==> src/design/self_triggered_event_builder_defines.svh <==
// Assertion macros shared by the event builder modules.
`ifndef SELF_TRIGGERED_EVENT_BUILDER_DEFINES_SVH
`define SELF_TRIGGERED_EVENT_BUILDER_DEFINES_SVH

// Same-cycle implication, sampled on the rising clock edge, muted in reset.
`define EVB_CHECK(label, ante, cons, msg) \
   label: assert property (@(posedge clock) disable iff (reset) (ante) |-> (cons)) \
      else $error(msg);

// Next-cycle implication, sampled on the rising clock edge, muted in reset.
`define EVB_CHECK_NEXT(label, ante, cons, msg) \
   label: assert property (@(posedge clock) disable iff (reset) (ante) |=> (cons)) \
      else $error(msg);

`endif

==> src/design/evb_pkg.sv <==
// Shared constants and types of the event builder.
package evb_pkg;

   // default sizing
   localparam int NUM_CHANNELS_DEF = 36;
   localparam int TIME_BITS_DEF    = 48;
   localparam int ENERGY_BITS_DEF  = 16;

   // fixed field widths
   localparam int CHAN_BITS     = 6;
   localparam int WINDOW_BITS   = 32;
   localparam int CSR_ADDR_BITS = 3;
   localparam int CSR_DATA_BITS = 32;

   // register map: index is paddr[2]
   localparam logic REG_WINDOW = 1'b0;
   localparam logic [WINDOW_BITS-1:0] WINDOW_RESET = 32'd100;

   // item actions
   localparam logic ACTION_HIT   = 1'b0;
   localparam logic ACTION_FLUSH = 1'b1;

   typedef struct packed {
      logic [WINDOW_BITS-1:0] window_ticks;
   } cfg_type;

endpackage

==> src/design/evb_req_if.sv <==
// Hit channel: one beat is one hit or one flush request.
interface evb_req_if #(
   parameter int TIME_BITS   = evb_pkg::TIME_BITS_DEF,
   parameter int ENERGY_BITS = evb_pkg::ENERGY_BITS_DEF
) ();
   logic                          valid;
   logic                          ready;
   logic                          action;
   logic                          hit_valid;
   logic [evb_pkg::CHAN_BITS-1:0] channel;
   logic [TIME_BITS-1:0]          hit_time;
   logic [ENERGY_BITS-1:0]        hit_energy;

   modport source (output valid, action, hit_valid, channel, hit_time, hit_energy,
                   input ready);
   modport sink   (input valid, action, hit_valid, channel, hit_time, hit_energy,
                   output ready);
endinterface

==> src/design/evb_rsp_if.sv <==
// Result channel: one beat is one channel of an emitted event.
interface evb_rsp_if #(
   parameter int NUM_CHANNELS = evb_pkg::NUM_CHANNELS_DEF,
   parameter int TIME_BITS    = evb_pkg::TIME_BITS_DEF,
   parameter int ENERGY_BITS  = evb_pkg::ENERGY_BITS_DEF
) ();
   logic                          valid;
   logic                          ready;
   logic [evb_pkg::CHAN_BITS-1:0] out_channel;
   logic [TIME_BITS-1:0]          out_time;
   logic [ENERGY_BITS-1:0]        out_energy;
   logic [NUM_CHANNELS-1:0]       event_mask;
   logic                          last;

   modport source (output valid, out_channel, out_time, out_energy, event_mask, last,
                   input ready);
   modport sink   (input valid, out_channel, out_time, out_energy, event_mask, last,
                   output ready);
endinterface

==> src/design/self_triggered_event_builder.sv <==
// Coincidence-window event builder: groups time-ordered hits into events.
// Channels: req_ch carries one hit or one flush per beat; rsp_ch carries one
// beat per hit channel of an emitted event, in ascending channel order, with
// last set on the final beat and event_mask identical on every beat.
// csr_* is an APB-style port holding window_ticks at byte address 0.
// Sequencing: a hit that opens or joins an event is read from the store on
// acceptance, then compared and written back through the store write port.
// A hit outside the window, or a flush, then walks the event: for each hit
// channel a store read (ST_EMIT_RD), then an output load (ST_EMIT_WR); a
// closing hit passes ST_CHECK first, a flush goes straight to the walk.
// Ignored items (invalid hit, channel out of range, empty flush) leave the block idle.
// The first result beat is loaded into the output register in ST_EMIT_WR,
// after the store read of ST_EMIT_RD.
// Reset: hit mask and reference time clear at once, window_ticks returns to
// 100; the channel store needs no clearing since only masked entries are read.
// Stall: a result beat waits in the output register; the walk pauses until it
// is taken, and the next item is accepted while the final beat still waits.
module self_triggered_event_builder #(
   parameter int NUM_CHANNELS = evb_pkg::NUM_CHANNELS_DEF,
   parameter int TIME_BITS    = evb_pkg::TIME_BITS_DEF,
   parameter int ENERGY_BITS  = evb_pkg::ENERGY_BITS_DEF
) (
   input  logic                              clock,
   input  logic                              reset,
   evb_req_if.sink                           req_ch,
   evb_rsp_if.source                         rsp_ch,
   input  logic                              csr_psel,
   input  logic                              csr_penable,
   input  logic                              csr_pwrite,
   input  logic [evb_pkg::CSR_ADDR_BITS-1:0] csr_paddr,
   input  logic [evb_pkg::CSR_DATA_BITS-1:0] csr_pwdata,
   output logic [evb_pkg::CSR_DATA_BITS-1:0] csr_prdata,
   output logic                              csr_pready
);
   evb_pkg::cfg_type cfg;

   evb_csr u_csr (
      .clock       (clock),
      .reset       (reset),
      .csr_psel    (csr_psel),
      .csr_penable (csr_penable),
      .csr_pwrite  (csr_pwrite),
      .csr_paddr   (csr_paddr),
      .csr_pwdata  (csr_pwdata),
      .csr_prdata  (csr_prdata),
      .csr_pready  (csr_pready),
      .cfg         (cfg)
   );

   evb_engine #(
      .NUM_CHANNELS (NUM_CHANNELS),
      .TIME_BITS    (TIME_BITS),
      .ENERGY_BITS  (ENERGY_BITS)
   ) u_engine (
      .clock  (clock),
      .reset  (reset),
      .cfg    (cfg),
      .req_ch (req_ch),
      .rsp_ch (rsp_ch)
   );
endmodule

==> src/design/evb_ram.sv <==
// Generic single-write, single-read RAM with registered read data.
module evb_ram #(
   parameter int WIDTH = 8,
   parameter int DEPTH = 16,
   localparam int ADDR_BITS = (DEPTH > 1) ? $clog2(DEPTH) : 1
) (
   input  logic                  clock,
   input  logic                  we,
   input  logic [ADDR_BITS-1:0]  waddr,
   input  logic [WIDTH-1:0]      wdata,
   input  logic                  re,
   input  logic [ADDR_BITS-1:0]  raddr,
   output logic [WIDTH-1:0]      rdata
);
   logic [WIDTH-1:0] mem [DEPTH];
   logic [WIDTH-1:0] rdata_ff;

   // write port, and read port holding its last word
   always_ff @(posedge clock) begin
      if (we) begin
         mem[waddr] <= wdata;
      end
      if (re) begin
         rdata_ff <= mem[raddr];
      end
   end

   assign rdata = rdata_ff;
endmodule

==> src/design/evb_csr.sv <==
// Register file: the coincidence window behind an APB-style port.
module evb_csr (
   input  logic                              clock,
   input  logic                              reset,
   input  logic                              csr_psel,
   input  logic                              csr_penable,
   input  logic                              csr_pwrite,
   input  logic [evb_pkg::CSR_ADDR_BITS-1:0] csr_paddr,
   input  logic [evb_pkg::CSR_DATA_BITS-1:0] csr_pwdata,
   output logic [evb_pkg::CSR_DATA_BITS-1:0] csr_prdata,
   output logic                              csr_pready,
   output evb_pkg::cfg_type                  cfg
);
   logic [evb_pkg::WINDOW_BITS-1:0] window_ff;
   logic [evb_pkg::WINDOW_BITS-1:0] window_in;
   logic                            reg_index;
   logic                            wr_strobe;

   assign reg_index  = csr_paddr[2];
   assign csr_pready = 1'b1;
   assign wr_strobe  = csr_psel && csr_penable && csr_pwrite && csr_pready;

   // take the write on the access phase
   always_comb begin
      window_in = window_ff;
      if (wr_strobe && (reg_index == evb_pkg::REG_WINDOW)) begin
         window_in = csr_pwdata[evb_pkg::WINDOW_BITS-1:0];
      end
   end

   always_ff @(posedge clock) begin
      if (reset) begin
         window_ff <= evb_pkg::WINDOW_RESET;
      end else begin
         window_ff <= window_in;
      end
   end

   // read back
   always_comb begin
      csr_prdata = '0;
      if (reg_index == evb_pkg::REG_WINDOW) begin
         csr_prdata = evb_pkg::CSR_DATA_BITS'(window_ff);
      end
   end

   assign cfg.window_ticks = window_ff;
endmodule

==> src/design/evb_engine.sv <==
// Event engine: hit mask, reference time and channel store read-modify-write.
`include "self_triggered_event_builder_defines.svh"

module evb_engine #(
   parameter int NUM_CHANNELS = evb_pkg::NUM_CHANNELS_DEF,
   parameter int TIME_BITS    = evb_pkg::TIME_BITS_DEF,
   parameter int ENERGY_BITS  = evb_pkg::ENERGY_BITS_DEF
) (
   input  logic             clock,
   input  logic             reset,
   input  evb_pkg::cfg_type cfg,
   evb_req_if.sink          req_ch,
   evb_rsp_if.source        rsp_ch
);
   localparam int ADDR_BITS = (NUM_CHANNELS > 1) ? $clog2(NUM_CHANNELS) : 1;
   localparam int WORD_BITS = TIME_BITS + ENERGY_BITS;
   localparam int CMP_BITS  = (TIME_BITS > evb_pkg::WINDOW_BITS) ? TIME_BITS
                                                                 : evb_pkg::WINDOW_BITS;
   localparam logic [evb_pkg::CHAN_BITS:0] CHAN_LIMIT = (evb_pkg::CHAN_BITS + 1)'(NUM_CHANNELS);

   localparam logic [1:0] ST_IDLE    = 2'd0;
   localparam logic [1:0] ST_CHECK   = 2'd1;
   localparam logic [1:0] ST_EMIT_RD = 2'd2;
   localparam logic [1:0] ST_EMIT_WR = 2'd3;

   logic [1:0]                    state_ff, state_in;
   logic [NUM_CHANNELS-1:0]       mask_ff, mask_in;
   logic [NUM_CHANNELS-1:0]       remain_ff, remain_in;
   logic [TIME_BITS-1:0]          ref_ff, ref_in;
   logic                          pend_ff, pend_in;
   logic [evb_pkg::CHAN_BITS-1:0] emit_ch_ff, emit_ch_in;
   logic                          emit_last_ff, emit_last_in;

   // held item
   logic [evb_pkg::CHAN_BITS-1:0] ch_ff;
   logic [TIME_BITS-1:0]          time_ff;
   logic [ENERGY_BITS-1:0]        energy_ff;

   // output register
   logic                          rsp_valid_ff;
   logic [evb_pkg::CHAN_BITS-1:0] out_ch_ff;
   logic [TIME_BITS-1:0]          out_time_ff;
   logic [ENERGY_BITS-1:0]        out_energy_ff;
   logic [NUM_CHANNELS-1:0]       out_mask_ff;
   logic                          out_last_ff;

   logic                          req_accept;
   logic                          in_range;
   logic                          out_free;
   logic                          load_out;
   logic [NUM_CHANNELS-1:0]       item_bit;
   logic [NUM_CHANNELS-1:0]       low_bit;
   logic [evb_pkg::CHAN_BITS-1:0] low_idx;
   logic [TIME_BITS-1:0]          diff;
   logic                          joins;
   logic                          keep;

   logic                          ram_we;
   logic                          ram_re;
   logic [ADDR_BITS-1:0]          ram_raddr;
   logic [WORD_BITS-1:0]          ram_rdata;
   logic [TIME_BITS-1:0]          rd_time;
   logic [ENERGY_BITS-1:0]        rd_energy;

   evb_ram #(
      .WIDTH (WORD_BITS),
      .DEPTH (NUM_CHANNELS)
   ) u_store (
      .clock (clock),
      .we    (ram_we),
      .waddr (ch_ff[ADDR_BITS-1:0]),
      .wdata ({time_ff, energy_ff}),
      .re    (ram_re),
      .raddr (ram_raddr),
      .rdata (ram_rdata)
   );

   assign rd_time   = ram_rdata[WORD_BITS-1:ENERGY_BITS];
   assign rd_energy = ram_rdata[ENERGY_BITS-1:0];

   assign req_ch.ready = (state_ff == ST_IDLE);
   assign req_accept   = req_ch.valid && req_ch.ready;
   assign in_range     = ({1'b0, req_ch.channel} < CHAN_LIMIT);
   assign out_free     = !rsp_valid_ff || rsp_ch.ready;

   // window test of the held hit against the reference
   assign item_bit = NUM_CHANNELS'(1) << ch_ff;
   assign diff     = time_ff - ref_ff;
   assign joins    = diff[TIME_BITS-1] ||
                     (CMP_BITS'(diff) < CMP_BITS'(cfg.window_ticks));
   assign keep     = ((mask_ff & item_bit) == '0) || (energy_ff > rd_energy);

   // lowest channel still to emit
   assign low_bit = remain_ff & (~remain_ff + NUM_CHANNELS'(1));
   always_comb begin
      low_idx = '0;
      for (int i = 0; i < NUM_CHANNELS; i++) begin
         if (low_bit[i]) begin
            low_idx = low_idx | evb_pkg::CHAN_BITS'(i);
         end
      end
   end

   // sequencer
   always_comb begin
      state_in     = state_ff;
      mask_in      = mask_ff;
      remain_in    = remain_ff;
      ref_in       = ref_ff;
      pend_in      = pend_ff;
      emit_ch_in   = emit_ch_ff;
      emit_last_in = emit_last_ff;
      ram_we       = 1'b0;
      ram_re       = 1'b0;
      ram_raddr    = req_ch.channel[ADDR_BITS-1:0];
      load_out     = 1'b0;
      case (state_ff)
         ST_IDLE: begin
            if (req_accept) begin
               if (req_ch.action == evb_pkg::ACTION_FLUSH) begin
                  if (mask_ff != '0) begin
                     remain_in = mask_ff;
                     pend_in   = 1'b0;
                     state_in  = ST_EMIT_RD;
                  end
               end else if (req_ch.hit_valid && in_range) begin
                  ram_re   = 1'b1;
                  state_in = ST_CHECK;
               end
            end
         end
         ST_CHECK: begin
            if (mask_ff == '0) begin
               // open a new event
               ram_we   = 1'b1;
               mask_in  = item_bit;
               ref_in   = time_ff;
               state_in = ST_IDLE;
            end else if (joins) begin
               // join: keep the first hit, replace on strictly greater energy
               if (keep) begin
                  ram_we  = 1'b1;
                  mask_in = mask_ff | item_bit;
               end
               state_in = ST_IDLE;
            end else begin
               // close the open event, hold the hit until it is out
               remain_in = mask_ff;
               pend_in   = 1'b1;
               state_in  = ST_EMIT_RD;
            end
         end
         ST_EMIT_RD: begin
            ram_re       = 1'b1;
            ram_raddr    = low_idx[ADDR_BITS-1:0];
            emit_ch_in   = low_idx;
            remain_in    = remain_ff & ~low_bit;
            emit_last_in = ((remain_ff & ~low_bit) == '0);
            state_in     = ST_EMIT_WR;
         end
         ST_EMIT_WR: begin
            if (out_free) begin
               load_out = 1'b1;
               if (emit_last_ff) begin
                  // drop the event, then open the held hit if there is one
                  mask_in  = '0;
                  state_in = ST_IDLE;
                  if (pend_ff) begin
                     ram_we  = 1'b1;
                     mask_in = item_bit;
                     ref_in  = time_ff;
                     pend_in = 1'b0;
                  end
               end else begin
                  state_in = ST_EMIT_RD;
               end
            end
         end
         default: begin
            state_in = ST_IDLE;
         end
      endcase
   end

   always_ff @(posedge clock) begin
      if (reset) begin
         state_ff     <= ST_IDLE;
         mask_ff      <= '0;
         remain_ff    <= '0;
         ref_ff       <= '0;
         pend_ff      <= 1'b0;
         emit_ch_ff   <= '0;
         emit_last_ff <= 1'b0;
      end else begin
         state_ff     <= state_in;
         mask_ff      <= mask_in;
         remain_ff    <= remain_in;
         ref_ff       <= ref_in;
         pend_ff      <= pend_in;
         emit_ch_ff   <= emit_ch_in;
         emit_last_ff <= emit_last_in;
      end
   end

   // hold the accepted beat
   always_ff @(posedge clock) begin
      if (req_accept) begin
         ch_ff     <= req_ch.channel;
         time_ff   <= req_ch.hit_time;
         energy_ff <= req_ch.hit_energy;
      end
   end

   // output register
   always_ff @(posedge clock) begin
      if (reset) begin
         rsp_valid_ff <= 1'b0;
      end else if (load_out) begin
         rsp_valid_ff <= 1'b1;
      end else if (rsp_ch.ready) begin
         rsp_valid_ff <= 1'b0;
      end
   end

   always_ff @(posedge clock) begin
      if (load_out) begin
         out_ch_ff     <= emit_ch_ff;
         out_time_ff   <= rd_time;
         out_energy_ff <= rd_energy;
         out_mask_ff   <= mask_ff;
         out_last_ff   <= emit_last_ff;
      end
   end

   assign rsp_ch.valid       = rsp_valid_ff;
   assign rsp_ch.out_channel = out_ch_ff;
   assign rsp_ch.out_time    = out_time_ff;
   assign rsp_ch.out_energy  = out_energy_ff;
   assign rsp_ch.event_mask  = out_mask_ff;
   assign rsp_ch.last        = out_last_ff;

   `EVB_CHECK(a_store_write_state, ram_we, (state_ff == ST_CHECK) || (state_ff == ST_EMIT_WR), "store written outside update or event close")
   `EVB_CHECK(a_remain_in_mask, state_ff == ST_EMIT_RD, ((remain_ff & ~mask_ff) == '0) && (remain_ff != '0), "emit walk outside the hit mask")
   `EVB_CHECK_NEXT(a_last_to_idle, (state_ff == ST_EMIT_WR) && out_free && emit_last_ff, state_ff == ST_IDLE, "event close did not return to idle")
   `EVB_CHECK_NEXT(a_mask_held_in_walk, state_ff == ST_EMIT_RD, mask_ff == $past(mask_ff), "hit mask moved during emission")
endmodule

==> src/flat_wrapper.sv <==
// flat-port wrapper written by rule: the top's interface ports become plain ports
module self_triggered_event_builder_flat 
#(
   parameter int NUM_CHANNELS = evb_pkg::NUM_CHANNELS_DEF,
   parameter int TIME_BITS    = evb_pkg::TIME_BITS_DEF,
   parameter int ENERGY_BITS  = evb_pkg::ENERGY_BITS_DEF
)
  (clock, reset, csr_psel, csr_penable, csr_pwrite, csr_paddr, csr_pwdata, csr_prdata, csr_pready, req_ch_valid, req_ch_action, req_ch_hit_valid, req_ch_channel, req_ch_hit_time, req_ch_hit_energy, req_ch_ready, rsp_ch_valid, rsp_ch_out_channel, rsp_ch_out_time, rsp_ch_out_energy, rsp_ch_event_mask, rsp_ch_last, rsp_ch_ready);
  evb_req_if #(.TIME_BITS(TIME_BITS), .ENERGY_BITS(ENERGY_BITS)) req_ch_i ();
  evb_rsp_if #(.NUM_CHANNELS(NUM_CHANNELS), .TIME_BITS(TIME_BITS), .ENERGY_BITS(ENERGY_BITS)) rsp_ch_i ();
  input  logic clock;
  input  logic reset;
  input  logic csr_psel;
  input  logic csr_penable;
  input  logic csr_pwrite;
  input  logic [evb_pkg::CSR_ADDR_BITS-1:0] csr_paddr;
  input  logic [evb_pkg::CSR_DATA_BITS-1:0] csr_pwdata;
  output logic [evb_pkg::CSR_DATA_BITS-1:0] csr_prdata;
  output logic csr_pready;
  input wire logic [$bits(req_ch_i.valid)-1:0] req_ch_valid;
  input wire logic [$bits(req_ch_i.action)-1:0] req_ch_action;
  input wire logic [$bits(req_ch_i.hit_valid)-1:0] req_ch_hit_valid;
  input wire logic [$bits(req_ch_i.channel)-1:0] req_ch_channel;
  input wire logic [$bits(req_ch_i.hit_time)-1:0] req_ch_hit_time;
  input wire logic [$bits(req_ch_i.hit_energy)-1:0] req_ch_hit_energy;
  output wire logic [$bits(req_ch_i.ready)-1:0] req_ch_ready;
  output wire logic [$bits(rsp_ch_i.valid)-1:0] rsp_ch_valid;
  output wire logic [$bits(rsp_ch_i.out_channel)-1:0] rsp_ch_out_channel;
  output wire logic [$bits(rsp_ch_i.out_time)-1:0] rsp_ch_out_time;
  output wire logic [$bits(rsp_ch_i.out_energy)-1:0] rsp_ch_out_energy;
  output wire logic [$bits(rsp_ch_i.event_mask)-1:0] rsp_ch_event_mask;
  output wire logic [$bits(rsp_ch_i.last)-1:0] rsp_ch_last;
  input wire logic [$bits(rsp_ch_i.ready)-1:0] rsp_ch_ready;
  assign req_ch_i.valid = req_ch_valid;
  assign req_ch_i.action = req_ch_action;
  assign req_ch_i.hit_valid = req_ch_hit_valid;
  assign req_ch_i.channel = req_ch_channel;
  assign req_ch_i.hit_time = req_ch_hit_time;
  assign req_ch_i.hit_energy = req_ch_hit_energy;
  assign req_ch_ready = req_ch_i.ready;
  assign rsp_ch_valid = rsp_ch_i.valid;
  assign rsp_ch_out_channel = rsp_ch_i.out_channel;
  assign rsp_ch_out_time = rsp_ch_i.out_time;
  assign rsp_ch_out_energy = rsp_ch_i.out_energy;
  assign rsp_ch_event_mask = rsp_ch_i.event_mask;
  assign rsp_ch_last = rsp_ch_i.last;
  assign rsp_ch_i.ready = rsp_ch_ready;
  self_triggered_event_builder #(.NUM_CHANNELS(NUM_CHANNELS), .TIME_BITS(TIME_BITS), .ENERGY_BITS(ENERGY_BITS)) u_core (.clock(clock), .reset(reset), .req_ch(req_ch_i), .rsp_ch(rsp_ch_i), .csr_psel(csr_psel), .csr_penable(csr_penable), .csr_pwrite(csr_pwrite), .csr_paddr(csr_paddr), .csr_pwdata(csr_pwdata), .csr_prdata(csr_prdata), .csr_pready(csr_pready));
endmodule
==> config.mk <==
export PLATFORM = sky130hd
export DESIGN_NAME = self_triggered_event_builder_flat
export DESIGN_NICKNAME = d
export VERILOG_FILES = /design/src/design/evb_pkg.sv /design/src/design/evb_req_if.sv /design/src/design/evb_rsp_if.sv /design/src/design/self_triggered_event_builder.sv /design/src/design/evb_ram.sv /design/src/design/evb_csr.sv /design/src/design/evb_engine.sv /design/src/flat_wrapper.sv
export VERILOG_INCLUDE_DIRS = /design/src /design/src/design
export SDC_FILE = /design/constraint.sdc
export NUM_CORES = 2
export LEC_CHECK = 0
export BUFFER_PORTS_ARGS = -buffer_cell sky130_fd_sc_hd__buf_2
export CORE_MARGIN = 2
export CORE_UTILIZATION = 59
export DETAILED_ROUTE_END_ITERATION = 10
export GPL_ROUTABILITY_DRIVEN = 0
export PLACE_DENSITY = 0.76
export SLEW_MARGIN = 10
export SYNTH_ARGS = -nofsm -noshare
export SYNTH_HDL_FRONTEND = slang
export SYNTH_SLANG_ARGS = --single-unit
==> constraint.sdc <==
create_clock -name clock -period 24.6 [get_ports clock]
set_clock_uncertainty 0.1 [all_clocks]
set_input_delay 2.46 -clock clock [delete_from_list [all_inputs] [get_ports clock]]
set_output_delay 2.46 -clock clock [all_outputs]
set_load 0.1 [all_outputs]
==> out/qor.yml <==
synth_nets: 8317
min_path_type: "reg -> reg"
grt_first_pass_wirelength_um: 428000
die_area_um2: 189000
io_pins: 256
design.core.area_um2: 183000
grt_max_degree: 221
crit_fanout: 72
grt_pass1_vias: 68700
die_h_um: 434
initial_core_util_pct: 59.5
cts.clk_slew.worst_paths_ps: 60
post-route-min-period_ps: 9200
finalHoldViolCount: 0
tightest_slew_ps: 1270
path_class: "reg -> reg"
cts_tree: "yes"
dr.first_iter.drc_count: 11300
worstPathRequired_ps: 25000
rows: 157
wirelength_um: 293000
layout_common_cells: "edfxtp_1 (2545), nand2_1 (2130), a21oi_1 (688)"
synthesis.instances: 8108
clk_path_buf_depth: 4
cts_max_level: 5
layout-drive-gt1-share_pct: 11.8
fin_crit_sh_pct: 37.4
maxSlewHeadroom_pct: 15.6
postSynth.asyncResetShare_pct: 0
portBuffers: 252
synth_area_um2: 109000
drv_slew: 0
synthDistinctLibCells: 100
cp.arrival_ps: 9600
root_buffer: "clkbuf_16"
hpwl_um: 155000
finalSetupViolations: 0
vdd_drop_max_uv: 55.9
fmaxAchievable_mhz: 109
leakage_uw: 0.0404
utilization_pct: 66.2
grt_overflow_total: 0
tns_ps: 0
postCtsSetupBuffers: 0
cts_hold_buf: 0
antenna_found_initial: 6
rsz0062_at_grt: "no"
numCtsBuffers: 285
area_growth_pct: 11.2
clk_latency_ps: 930
routedWlPerCell_um: 26.8
ys_ff_latch: 2708
maxCapViolCount: 0
grt_use_total_pct: 30.6
vias_per_cell: 6.58
finalPower_uw: 9770
status: "finished, final reports clean"
worst_setup_path_start_kind: "flip-flop"
layout.nets: 8473
yosysWarnings: 0
first_pass_iters: 6
nFillCells: 12400
synth_edf_count: 2545
die_width_um: 434
cts_resized: 0
drc_errors: 0
yosysSeqAreaShare_pct: 73.0
syn_avg_cell_area_um2: 13.5
ant_nets: 0
cp-end-kind: "flip-flop"
powerDensity_nw_per_um2: 80.5
layout_commonest_cell: "edfxtp_1"
synthFlopType: "edfxtp_1"
clkSinkCount: 2708
vias: 71900
## final cells by class
| class | instances | area [µm²] | share of cell area, % |
|---|---|---|---|
| multi-input cells | 4718 | 26800 | 22.1 |
| clock buffers | 353 | 7680 | 6.33 |
| inverters | 121 | 454 | 0.374 |
| clock inverters | 132 | 960 | 0.791 |
| repair buffers | 430 | 2710 | 2.23 |
| flip-flops and latches | 2708 | 79700 | 65.6 |
| well taps | 2464 | 3080 | 2.54 |
| diodes | 4 | 10.0 | 0.00825 |
## through the flow
step / hold WS [ps] / cells / setup WS [ps] / area, µm²
final: 316 / 10900 / 15400 / 121000
after CTS: 317 / 10900 / 15650 / 121000
after floorplan: 300 / 8108 / 14650 / 109000
after global routing: 320 / 10900 / 15180 / 121000
after global placement: 305 / 10400 / 16010 / 113000
after detailed placement: 305 / 10400 / 15760 / 113000
## registers in the layout, indices dropped and copies added, names as in the netlist, 36 cells and up
register / flops
u_core.u_engine.u_store.rdata: 64
u_core.u_engine.remain_ff: 36
u_core.u_engine.mask_ff: 36
u_core.u_engine.time_ff: 48
u_core.u_engine.ref_ff: 48
u_core.u_engine.u_store.mem: 2304
u_core.u_engine.rsp_ch.event_mask: 36
u_core.u_engine.rsp_ch.out_time: 48
## report_power, final
group | leakage (µW) | switching [µW] | internal (µW) | total [µW]
Clock | 0.00421 | 1700 | 2330 | 4030
Sequential | 0.0242 | 29.9 | 5070 | 5100
Combinational | 0.0119 | 452 | 187 | 639
Total | 0.0404 | 2180 | 7590 | 9770
## logic make-up after synthesis
group	Yosys count	synth area share (%)
AO/OA/AOI/OAI	1832	12.3
XOR/XNOR	35	0.281
adder cells (fa/ha/maj)	96	1.10
buffers and inverters	682	2.76
flip-flops	2708	73.0
multiplexers	44	0.447
other	1	0.00343
AND/OR/NAND/NOR	2710	10.2
## worst max-delay path, stage by stage (launching register included)
cell	delay, ps
edfxtp_1	1170
ha_1	350
nand2_1	200
a211oi_1	320
o21ai_0	310
a211o_1	380
a31oi_1	630
xor2_1	150
ha_1	340
a21o_1	160
a21oi_1	190
o22ai_1	90
or3_1	320
nor4_1	230
nand4b_1	170
nor4b_2	320
nand4_1	240
o21ai_1	510
nand2_4	650
nor3_2	290
buf_4	560
buf_4	960
## per-layer routing
metal  global-route usage (%)  wire length [µm]  vias to the layer above  part of all wire [%]
met3                     5.66             32600                      845                    11
met1                     41.6            109000                    35400                    37
met5                        0                25                        -                0.0085
met2                     48.4            137000                     4697                    47
li1                         -                 -                    31000                     -
met4                     14.1             14400                        4                   4.9
## cells in the mapped netlist (21+ instances only)
cell type | instances | area, µm²
edfxtp_1 | 2545 | 76400
nand2_1 | 2135 | 8010
a21oi_1 | 690 | 3450
a32oi_1 | 387 | 3390
clkbuf_1 | 293 | 1100
nand3_1 | 227 | 1140
buf_2 | 213 | 1070
dfxtp_1 | 163 | 3260
o22ai_1 | 140 | 876
a32o_1 | 127 | 1270
inv_1 | 120 | 450
nor2_1 | 112 | 420
ha_1 | 94 | 1180
o21ai_0 | 85 | 425
o41ai_2 | 77 | 1250
a22oi_1 | 72 | 541
o221ai_1 | 65 | 569
nor3_1 | 56 | 280
nand4_1 | 39 | 244
mux2i_1 | 30 | 300
nor2b_1 | 29 | 181
o211ai_1 | 25 | 188
nor4_1 | 22 | 138
a21o_1 | 21 | 158
## worst paths after layout
kind / startpoint / to / slack (ps) / cells after the start
worst min register to register: u_core.u_engine.u_store.rdata[51] / u_core.u_engine.rsp_ch.out_time[35] / 320 / 0
worst max register to register: u_core.u_engine.time_ff[10] / u_core.u_engine.u_store.mem[13][1] / 15400 / 21
worst min-delay path: u_core.u_engine.u_store.rdata[51] / u_core.u_engine.rsp_ch.out_time[35] / 320 / 0
worst max-delay path: u_core.u_engine.time_ff[10] / u_core.u_engine.u_store.mem[13][1] / 15400 / 21
(Power assumes the default switching activity.)
